--- src/sv/umr_pkg.sv ---
`default_nettype none
package umr_pkg;

  localparam int unsigned MaxResults = 6;
  localparam int unsigned IdxW = 3;

  localparam logic [7:0] ContMask  = 8'hC0;
  localparam logic [7:0] ContCode  = 8'h80;
  localparam logic [7:0] LeadTwoLo = 8'hC2;
  localparam logic [7:0] LeadFour  = 8'hF4;
  localparam logic [7:0] AsciiHi   = 8'h7F;
  localparam logic [7:0] LeadE0    = 8'hE0;
  localparam logic [7:0] LeadED    = 8'hED;
  localparam logic [7:0] LeadF0    = 8'hF0;
  localparam logic [7:0] SecA0     = 8'hA0;
  localparam logic [7:0] Sec90     = 8'h90;
  localparam logic [7:0] Sec8F     = 8'h8F;

  localparam logic [7:0] ReplByte0 = 8'hEF;
  localparam logic [7:0] ReplByte1 = 8'hBF;
  localparam logic [7:0] ReplByte2 = 8'hBD;

  // Everything the back end needs to emit the results of one input byte.
  typedef struct packed {
    logic [MaxResults-1:0][7:0] bytes;
    logic [MaxResults-1:0]      repl;
    logic [IdxW-1:0]            count;
    logic                       last;
  } desc_t;

endpackage
`default_nettype wire

--- src/sv/umr_front.sv ---
`default_nettype none
module umr_front (
  input  wire logic          clk_i,
  input  wire logic          rst_ni,
  input  wire logic          in_valid_i,
  output logic               in_ready_o,
  input  wire logic [7:0]    in_byte_i,
  input  wire logic          last_in_i,
  input  wire logic          full_i,
  output logic               push_o,
  output umr_pkg::desc_t     desc_o
);

  logic [1:0] cnt_q, cnt_d;
  logic [7:0] h0_q, h0_d, h1_q, h1_d, h2_q, h2_d;
  logic [1:0] need;
  logic       ok;
  logic       do_lead;
  logic [umr_pkg::IdxW-1:0] n;
  logic       accept;

  assign in_ready_o = ~full_i;
  assign accept     = in_valid_i & in_ready_o;

  always_comb begin
    need = (h0_q < umr_pkg::LeadE0) ? 2'd1 : (h0_q < umr_pkg::LeadF0) ? 2'd2 : 2'd3;
    ok = (in_byte_i & umr_pkg::ContMask) == umr_pkg::ContCode;
    if (cnt_q == 2'd1) begin
      if (h0_q == umr_pkg::LeadE0 && in_byte_i < umr_pkg::SecA0) ok = 1'b0;
      if (h0_q == umr_pkg::LeadF0 && in_byte_i < umr_pkg::Sec90) ok = 1'b0;
      if (h0_q == umr_pkg::LeadFour && in_byte_i > umr_pkg::Sec8F) ok = 1'b0;
    end
  end

  always_comb begin
    desc_o  = '0;
    n       = '0;
    do_lead = 1'b0;
    cnt_d   = cnt_q;
    h0_d    = h0_q;
    h1_d    = h1_q;
    h2_d    = h2_q;

    if (cnt_q == 2'd0) begin
      do_lead = 1'b1;
    end else if (!ok) begin
      desc_o.bytes[n] = umr_pkg::ReplByte0; desc_o.repl[n] = 1'b1; n = n + 3'd1;
      desc_o.bytes[n] = umr_pkg::ReplByte1; desc_o.repl[n] = 1'b1; n = n + 3'd1;
      desc_o.bytes[n] = umr_pkg::ReplByte2; desc_o.repl[n] = 1'b1; n = n + 3'd1;
      cnt_d   = 2'd0;
      do_lead = 1'b1;
    end else if (cnt_q >= need) begin
      if (h0_q == umr_pkg::LeadED && h1_q >= umr_pkg::SecA0) begin
        // A surrogate encoding is dropped as a whole.
        desc_o.bytes[0] = umr_pkg::ReplByte0;
        desc_o.bytes[1] = umr_pkg::ReplByte1;
        desc_o.bytes[2] = umr_pkg::ReplByte2;
        desc_o.repl[2:0] = 3'b111;
        n = 3'd3;
      end else begin
        desc_o.bytes[0] = h0_q;
        desc_o.bytes[1] = (cnt_q >= 2'd2) ? h1_q : in_byte_i;
        desc_o.bytes[2] = (cnt_q == 2'd3) ? h2_q : in_byte_i;
        desc_o.bytes[3] = in_byte_i;
        n = {1'b0, cnt_q} + 3'd1;
      end
      cnt_d = 2'd0;
    end else begin
      if (cnt_q == 2'd1) h1_d = in_byte_i;
      else h2_d = in_byte_i;
      cnt_d = cnt_q + 2'd1;
    end

    if (do_lead) begin
      if (in_byte_i <= umr_pkg::AsciiHi) begin
        desc_o.bytes[n] = in_byte_i; n = n + 3'd1;
      end else if (in_byte_i inside {[umr_pkg::LeadTwoLo:umr_pkg::LeadFour]}) begin
        h0_d  = in_byte_i;
        cnt_d = 2'd1;
      end else begin
        desc_o.bytes[n] = umr_pkg::ReplByte0; desc_o.repl[n] = 1'b1; n = n + 3'd1;
        desc_o.bytes[n] = umr_pkg::ReplByte1; desc_o.repl[n] = 1'b1; n = n + 3'd1;
        desc_o.bytes[n] = umr_pkg::ReplByte2; desc_o.repl[n] = 1'b1; n = n + 3'd1;
      end
    end

    if (last_in_i) begin
      // End of string flushes a partial sequence as one replacement.
      if (cnt_d != 2'd0) begin
        desc_o.bytes[n] = umr_pkg::ReplByte0; desc_o.repl[n] = 1'b1; n = n + 3'd1;
        desc_o.bytes[n] = umr_pkg::ReplByte1; desc_o.repl[n] = 1'b1; n = n + 3'd1;
        desc_o.bytes[n] = umr_pkg::ReplByte2; desc_o.repl[n] = 1'b1; n = n + 3'd1;
      end
      cnt_d = 2'd0;
    end

    desc_o.count = n;
    desc_o.last  = last_in_i;
  end

  assign push_o = accept & (n != '0);

  always_ff @(posedge clk_i or negedge rst_ni) begin
    if (!rst_ni) begin
      cnt_q <= 2'd0;
    end else if (accept) begin
      cnt_q <= cnt_d;
    end
  end

  always_ff @(posedge clk_i) begin
    if (accept) begin
      h0_q <= h0_d;
      h1_q <= h1_d;
      h2_q <= h2_d;
    end
  end

endmodule
`default_nettype wire

--- src/sv/umr_queue.sv ---
`default_nettype none
module umr_queue #(
  parameter int unsigned Width = 8,
  parameter int unsigned Depth = 4
) (
  input  wire logic             clk_i,
  input  wire logic             rst_ni,
  input  wire logic             push_i,
  input  wire logic [Width-1:0] wdata_i,
  input  wire logic             pop_i,
  output logic [Width-1:0]      rdata_o,
  output logic                  full_o,
  output logic                  empty_o
);

  localparam int unsigned PtrW = (Depth > 1) ? $clog2(Depth) : 1;
  localparam int unsigned CntW = $clog2(Depth + 1);

  logic [Width-1:0] mem_q [Depth];
  logic [PtrW-1:0]  wr_q, wr_d, rd_q, rd_d;
  logic [CntW-1:0]  cnt_q, cnt_d;
  logic             do_push, do_pop;

  assign full_o  = (cnt_q == CntW'(Depth));
  assign empty_o = (cnt_q == '0);
  assign do_push = push_i & ~full_o;
  assign do_pop  = pop_i & ~empty_o;
  assign rdata_o = mem_q[rd_q];

  always_comb begin
    wr_d  = wr_q;
    rd_d  = rd_q;
    cnt_d = cnt_q;
    if (do_push) wr_d = (wr_q == PtrW'(Depth - 1)) ? '0 : wr_q + PtrW'(1);
    if (do_pop)  rd_d = (rd_q == PtrW'(Depth - 1)) ? '0 : rd_q + PtrW'(1);
    if (do_push && !do_pop) cnt_d = cnt_q + CntW'(1);
    else if (!do_push && do_pop) cnt_d = cnt_q - CntW'(1);
  end

  always_ff @(posedge clk_i or negedge rst_ni) begin
    if (!rst_ni) begin
      wr_q  <= '0;
      rd_q  <= '0;
      cnt_q <= '0;
    end else begin
      wr_q  <= wr_d;
      rd_q  <= rd_d;
      cnt_q <= cnt_d;
    end
  end

  always_ff @(posedge clk_i) begin
    if (do_push) mem_q[wr_q] <= wdata_i;
  end

endmodule
`default_nettype wire

--- src/sv/umr_back.sv ---
`default_nettype none
module umr_back (
  input  wire logic           clk_i,
  input  wire logic           rst_ni,
  input  wire umr_pkg::desc_t desc_i,
  input  wire logic           empty_i,
  output logic                pop_o,
  output logic                out_valid_o,
  input  wire logic           out_ready_i,
  output logic [7:0]          out_byte_o,
  output logic                is_replacement_o,
  output logic                run_last_o,
  output logic                string_last_o
);

  logic [umr_pkg::IdxW-1:0] idx_q, idx_d;
  logic                     xfer;

  assign out_valid_o      = ~empty_i;
  assign out_byte_o       = desc_i.bytes[idx_q];
  assign is_replacement_o = desc_i.repl[idx_q];
  assign run_last_o       = (idx_q == desc_i.count - 3'd1);
  assign string_last_o    = run_last_o & desc_i.last;
  assign xfer             = out_valid_o & out_ready_i;
  // The descriptor leaves the queue with the transfer of its final byte.
  assign pop_o            = xfer & run_last_o;

  always_comb begin
    idx_d = idx_q;
    if (xfer) idx_d = run_last_o ? '0 : idx_q + 3'd1;
  end

  always_ff @(posedge clk_i or negedge rst_ni) begin
    if (!rst_ni) begin
      idx_q <= '0;
    end else begin
      idx_q <= idx_d;
    end
  end

endmodule
`default_nettype wire

--- src/sv/utf8_malformed_replacer_top.sv ---
`default_nettype none
// UTF-8 sanitizer. Raw string bytes enter on the in channel (in_byte_i, with
// last_in_i on the final byte) and sanitized bytes leave on the out channel.
// Well-formed sequences pass unchanged; each maximal malformed subpart, or
// whole surrogate encoding, is replaced by EF BF BD with is_replacement_o
// set. run_last_o marks the last output byte caused by one input byte,
// string_last_o the final byte of the string.
// The front end classifies one byte per cycle while the queue has room and
// writes a descriptor of all results of that byte into a queue of QueueDepth
// entries; the back end sends one output byte per cycle from the queue head
// while out_ready_i is high, and this limits throughput: a byte that yields k
// results is sent as k output bytes. A byte's first result is offered once its
// registered descriptor reaches the queue head.
// Bytes that yield no result (held leads) take no queue slot.
// When the receiver stalls, the queue fills and in_ready_o drops when full.
// Reset clears the held sequence count, the queue and the output index.
module utf8_malformed_replacer_top #(
  parameter int unsigned QueueDepth = 4
) (
  input  wire logic       clk_i,
  input  wire logic       rst_ni,
  input  wire logic       in_valid_i,
  output logic            in_ready_o,
  input  wire logic [7:0] in_byte_i,
  input  wire logic       last_in_i,
  output logic            out_valid_o,
  input  wire logic       out_ready_i,
  output logic [7:0]      out_byte_o,
  output logic            is_replacement_o,
  output logic            run_last_o,
  output logic            string_last_o
);

  umr_pkg::desc_t push_desc, head_desc;
  logic           push, pop, full, empty;

  umr_front u_front (
    .clk_i      (clk_i),
    .rst_ni     (rst_ni),
    .in_valid_i (in_valid_i),
    .in_ready_o (in_ready_o),
    .in_byte_i  (in_byte_i),
    .last_in_i  (last_in_i),
    .full_i     (full),
    .push_o     (push),
    .desc_o     (push_desc)
  );

  umr_queue #(
    .Width ($bits(umr_pkg::desc_t)),
    .Depth (QueueDepth)
  ) u_queue (
    .clk_i   (clk_i),
    .rst_ni  (rst_ni),
    .push_i  (push),
    .wdata_i (push_desc),
    .pop_i   (pop),
    .rdata_o (head_desc),
    .full_o  (full),
    .empty_o (empty)
  );

  umr_back u_back (
    .clk_i            (clk_i),
    .rst_ni           (rst_ni),
    .desc_i           (head_desc),
    .empty_i          (empty),
    .pop_o            (pop),
    .out_valid_o      (out_valid_o),
    .out_ready_i      (out_ready_i),
    .out_byte_o       (out_byte_o),
    .is_replacement_o (is_replacement_o),
    .run_last_o       (run_last_o),
    .string_last_o    (string_last_o)
  );

endmodule
`default_nettype wire
--- config.mk ---
export PLATFORM = sky130hd
export DESIGN_NAME = utf8_malformed_replacer_top
export DESIGN_NICKNAME = d
export VERILOG_FILES = /design/src/sv/umr_pkg.sv /design/src/sv/umr_front.sv /design/src/sv/umr_queue.sv /design/src/sv/umr_back.sv /design/src/sv/utf8_malformed_replacer_top.sv
export SDC_FILE = /design/constraint.sdc
export NUM_CORES = 1
export LEC_CHECK = 0
export BUFFER_PORTS_ARGS = -buffer_cell sky130_fd_sc_hd__buf_2
export CORE_ASPECT_RATIO = 0.75
export CORE_UTILIZATION = 50
export CTS_BUF_LIST = sky130_fd_sc_hd__clkbuf_8
export DETAILED_ROUTE_END_ITERATION = 10
export PLACE_DENSITY = 0.67
export SYNTH_ARGS = -nofsm -noshare
export SYNTH_HDL_FRONTEND = slang
export SYNTH_SLANG_ARGS = --single-unit
--- constraint.sdc ---
create_clock -name clk_i -period 13.3 [get_ports clk_i]
set_input_delay 0.665 -clock clk_i [delete_from_list [all_inputs] [get_ports clk_i]]
set_output_delay 0.665 -clock clk_i [all_outputs]
set_load 0.01 [all_outputs]
==> flow_metrics.env <==
export IMPL_run_status="complete, no violations"
export IMPL_cts_sinks=268
export IMPL_place_ws_ns=6.678
export IMPL_slew_viol_final=0
export IMPL_diodes=0
export IMPL_clk_latency_ns=0.55
export IMPL_placementRows=49
export IMPL_worst_setup_path_type="register to register"
export IMPL_drt_iter0_drc=693
export IMPL_synth_seq_cells=268
export IMPL_synth_edf_count=256
export IMPL_peakVddDrop_v=0.0001894
export IMPL_arrival_ns=6.86
export IMPL_htree_num_levels=2
export IMPL_cts_tree="built"
export IMPL_path_max_fanout=58
export IMPL_routedWlPerCell_um=24.48
export IMPL_synth_top_family_by_area="multiplexers"
export IMPL_synth_compound_area_share_pct=8.568
export IMPL_synth_flop_cell="edfxtp_1"
export IMPL_powerDensity_nw_per_um2=250.2
export IMPL_worst_setup_path_end_kind="register"
export IMPL_dp_hpwl_mm=18.53
export IMPL_yosys_area_top_type_share_pct=62.08
export IMPL_synth_most_common_cell="edfxtp_1"
export IMPL_gp_congestion=0.9118
export IMPL_setup_tns_ns=0
export IMPL_min_period_over_period_pct=50.47
export IMPL_fin_crit_ns=6.712
export IMPL_synthCells=770
export IMPL_relSlewSlack_pct=28.40
export IMPL_antenna_found_initial=1
export IMPL_synth_simple_gate_area_share_pct=6.214
export IMPL_grt_ovfl_total=0
export IMPL_antenna_left=0
export IMPL_p_comb_share_pct=41.0
export IMPL_die_area_um2=25410
export IMPL_yosysWarnings=0
export IMPL_internal_power_w=0.002147
export IMPL_fin_skew_ns=0.02718
export IMPL_dieHeight_um=138.3
export IMPL_p_leak_nw=4.654
export IMPL_pwr_share_seq_pct=41.3
export IMPL_max_freq_mhz=149.0
export IMPL_clk_path_buf_depth=3
export IMPL_fin_ws_ns=6.588
export IMPL_clk_pin_slew_ns=0.06
export IMPL_cts_made_buffers=42
export IMPL_yosys_top_cells_count="256 x edfxtp_1, 67 x mux4_2, 35 x nor2_1, 33 x a21oi_1, 33 x inv_1"
export IMPL_ctsResizeCount=0
export IMPL_cap_violations=0
export IMPL_final_nets=847
export IMPL_synthesis_area_um2=12380
export IMPL_final_layout_size_suffix_gt1_share_pct=22.21
export IMPL_cp_required_ns=13.44
export IMPL_start_util_pct=51.26
export IMPL_worst_setup_path_start_kind="register"
export IMPL_synthMuxAreaShare_pct=14.81
export IMPL_worstMarginPinSlew_ns=1.074
export IMPL_async_flop_share_pct=4.478
export IMPL_core_area_um2=24160
export IMPL_clockRootBuffer="clkbuf_8"
export IMPL_viasPerCell=6.227
export IMPL_clkPwrFrac_pct=17.7
export IMPL_totalWireLength_mm=28.72
export IMPL_vias=7304
export IMPL_firstDrtPassIters=5
export IMPL_io_pins=26
export IMPL_track_usage_pct=23.24
export IMPL_synth_top_cell_by_area="edfxtp_1"
export IMPL_hold_class="input port to register"
export IMPL_grt_start_max_net_pins=59
export IMPL_p_sw_share_pct=36.76
export IMPL_synth_area_leaders="edfxtp_1 62%, mux4_2 12%, dfrtp_1 2.4%"
export IMPL_setup_viol=0
export IMPL_port_buffers=25
export IMPL_synth_xor_area_share_pct=1.374
export IMPL_grt_pass1_wl_mm=43.91
export IMPL_synth_area_per_cell_um2=16.08
export IMPL_synth_fa_ha_area_share_pct=2.081
export IMPL_hold_violations=0
export IMPL_seq_area_frac_synth_pct=64.50
export IMPL_grt_pass1_vias=7132
export IMPL_syn_to_final_growth_pct=9.599
export IMPL_remaining_drc_errors=0
export IMPL_die_x_um=183.7
export IMPL_rsz0062_at_grt="false"
export IMPL_switchingPower_w=0.001248
export IMPL_yosysUniqueCellTypes=81
## sequential cells by signal, summed over array words and instances (netlist names)
register / cells
u_back.idx_q: 3
u_front.h1_q: 8
u_queue.mem_q: 232
u_queue.rd_q: 2
u_queue.wr_q: 2
u_queue.cnt_q: 3
u_front.h2_q: 8
u_front.h0_q: 8
u_front.cnt_q: 2
## worst paths after layout
kind / from / to / slack (ns) / depth (start not counted)
setup / recovery: u_front.h0_q[7]$_DFFE_PP_ / u_queue.mem_q[3][40]$_DFFE_PP_ / 6.59 / 19
hold / removal: out_ready_i / u_back.idx_q[2]$_DFFE_PN0P_ / 0.41 / 3
setup reg to reg: u_front.h0_q[7]$_DFFE_PP_ / u_queue.mem_q[3][40]$_DFFE_PP_ / 6.59 / 19
hold reg to reg: u_queue.cnt_q[2]$_DFFE_PN0P_ / u_queue.cnt_q[2]$_DFFE_PN0P_ / 0.52 / 1
max in group asynchronous: rst_ni / u_queue.rd_q[0]$_DFFE_PN0P_ / 12.50 / 2
min in group asynchronous: rst_ni / u_front.cnt_q[1]$_DFFE_PN0P_ / 0.53 / 2
## cell families (layout without fill, tap and decap cells)
kind of cell               Yosys count  count (layout)
DFF                                268             268
AOI/OAI and AO/OA                  150             150
and+or+nand+nor                    143             143
muxes                               98              98
buffers and inverters               74             143
adders and majority gates           20              20
xor gates and xnor gates            16              16
other                                1               4
## worst max-delay path, cell delays in order, from the launching register on
cell and delay (ns):
edfxtp_1 0.39, nand3_1 0.12, or2_2 0.29, ha_1 0.26, nand2b_1 0.15, a21oi_1 0.46, a211oi_1 0.17, nor2_1 0.43
inv_1 0.22, ha_1 0.63, mux2i_1 0.15, o21ai_1 0.51, ha_1 0.41, xnor2_1 0.18, xnor2_1 0.14, nand2_1 0.08
xnor2_1 0.43, o21ba_1 0.36, and2_2 0.19, buf_4 0.64
## stage by stage
stage	instances	hold slack (ns)	instance area, um2	util, %	total power (W)
3_5_place_dp	1100	0.5194	12850	53.20	0.002810
3_3_place_gp	1100	0.4740	12850	53.20	0.002757
4_1_cts	1173	0.3835	13570	56.18	0.003416
6_report	1173	0.4115	13570	56.18	0.003396
5_1_grt	1173	0.4019	13570	56.18	0.003573
2_1_floorplan	773	0.3694	12390	-	0.002374
## metal layers
| metal | vias up | part of all wire, % | GRT usage, % | wire, um |
|---|---|---|---|---|
| li1 | 3193 | - | - | - |
| met4 | 0 | 1.3 | 4.781 | 359 |
| met2 | 287 | 45 | 34.07 | 12940 |
| met1 | 3790 | 47 | 36.46 | 13450 |
| met3 | 34 | 6.8 | 4.189 | 1960 |
| met5 | - | 0 | 0 | 0 |
## area by class of cell
cell class	count	area [um2]
Timing Repair Buffer	36	210.2
Multi-Input combinational cell	431	4113
Clock buffer	42	578.1
Fill cell	1946	10580
Tap cell	331	414.1
Sequential cell	268	7993
Inverter	35	131.4
Clock inverter	30	132.6
## timing repair
action / in CTS / in global routing
buffers inserted: 0 / 0
hold endpoints to repair: 2 / 0
hold buffers: 1 / 0
setup endpoints to repair: 0 / 0
## power by group through the flow
stage	Clock, W	Sequential [W]	Combinational (W)
finish	0.000602	0.00140	0.00139
global route	0.000650	0.00142	0.00150
CTS	0.000617	0.00141	0.00139
detailed placement	0	0.00142	0.00139
global placement	0	0.00140	0.00135
floorplan	0	0.00136	0.00101
## cells in the final DEF (no fill, tap or decap), types with 5 or more instances in the layout
cell type  instances
nor3_1            10
nand3_1           14
o21ai_1            9
a31oi_1            5
a221o_1            7
xnor2_1           12
clkbuf_8          42
buf_4             10
or2_1              6
mux2i_1           25
inv_1             45
nand2_1           28
nand2b_1           6
dfrtp_1           10
mux4_2            67
buf_2             25
ha_1              19
nor2_1            35
o31ai_1            5
o211ai_1           7
clkinv_1          14
o221ai_1           5
o21ai_0           22
a21oi_1           33
edfxtp_1         256
o22ai_1           15
and2_1             5
No activity file was read; power rests on OpenSTA's default activity.
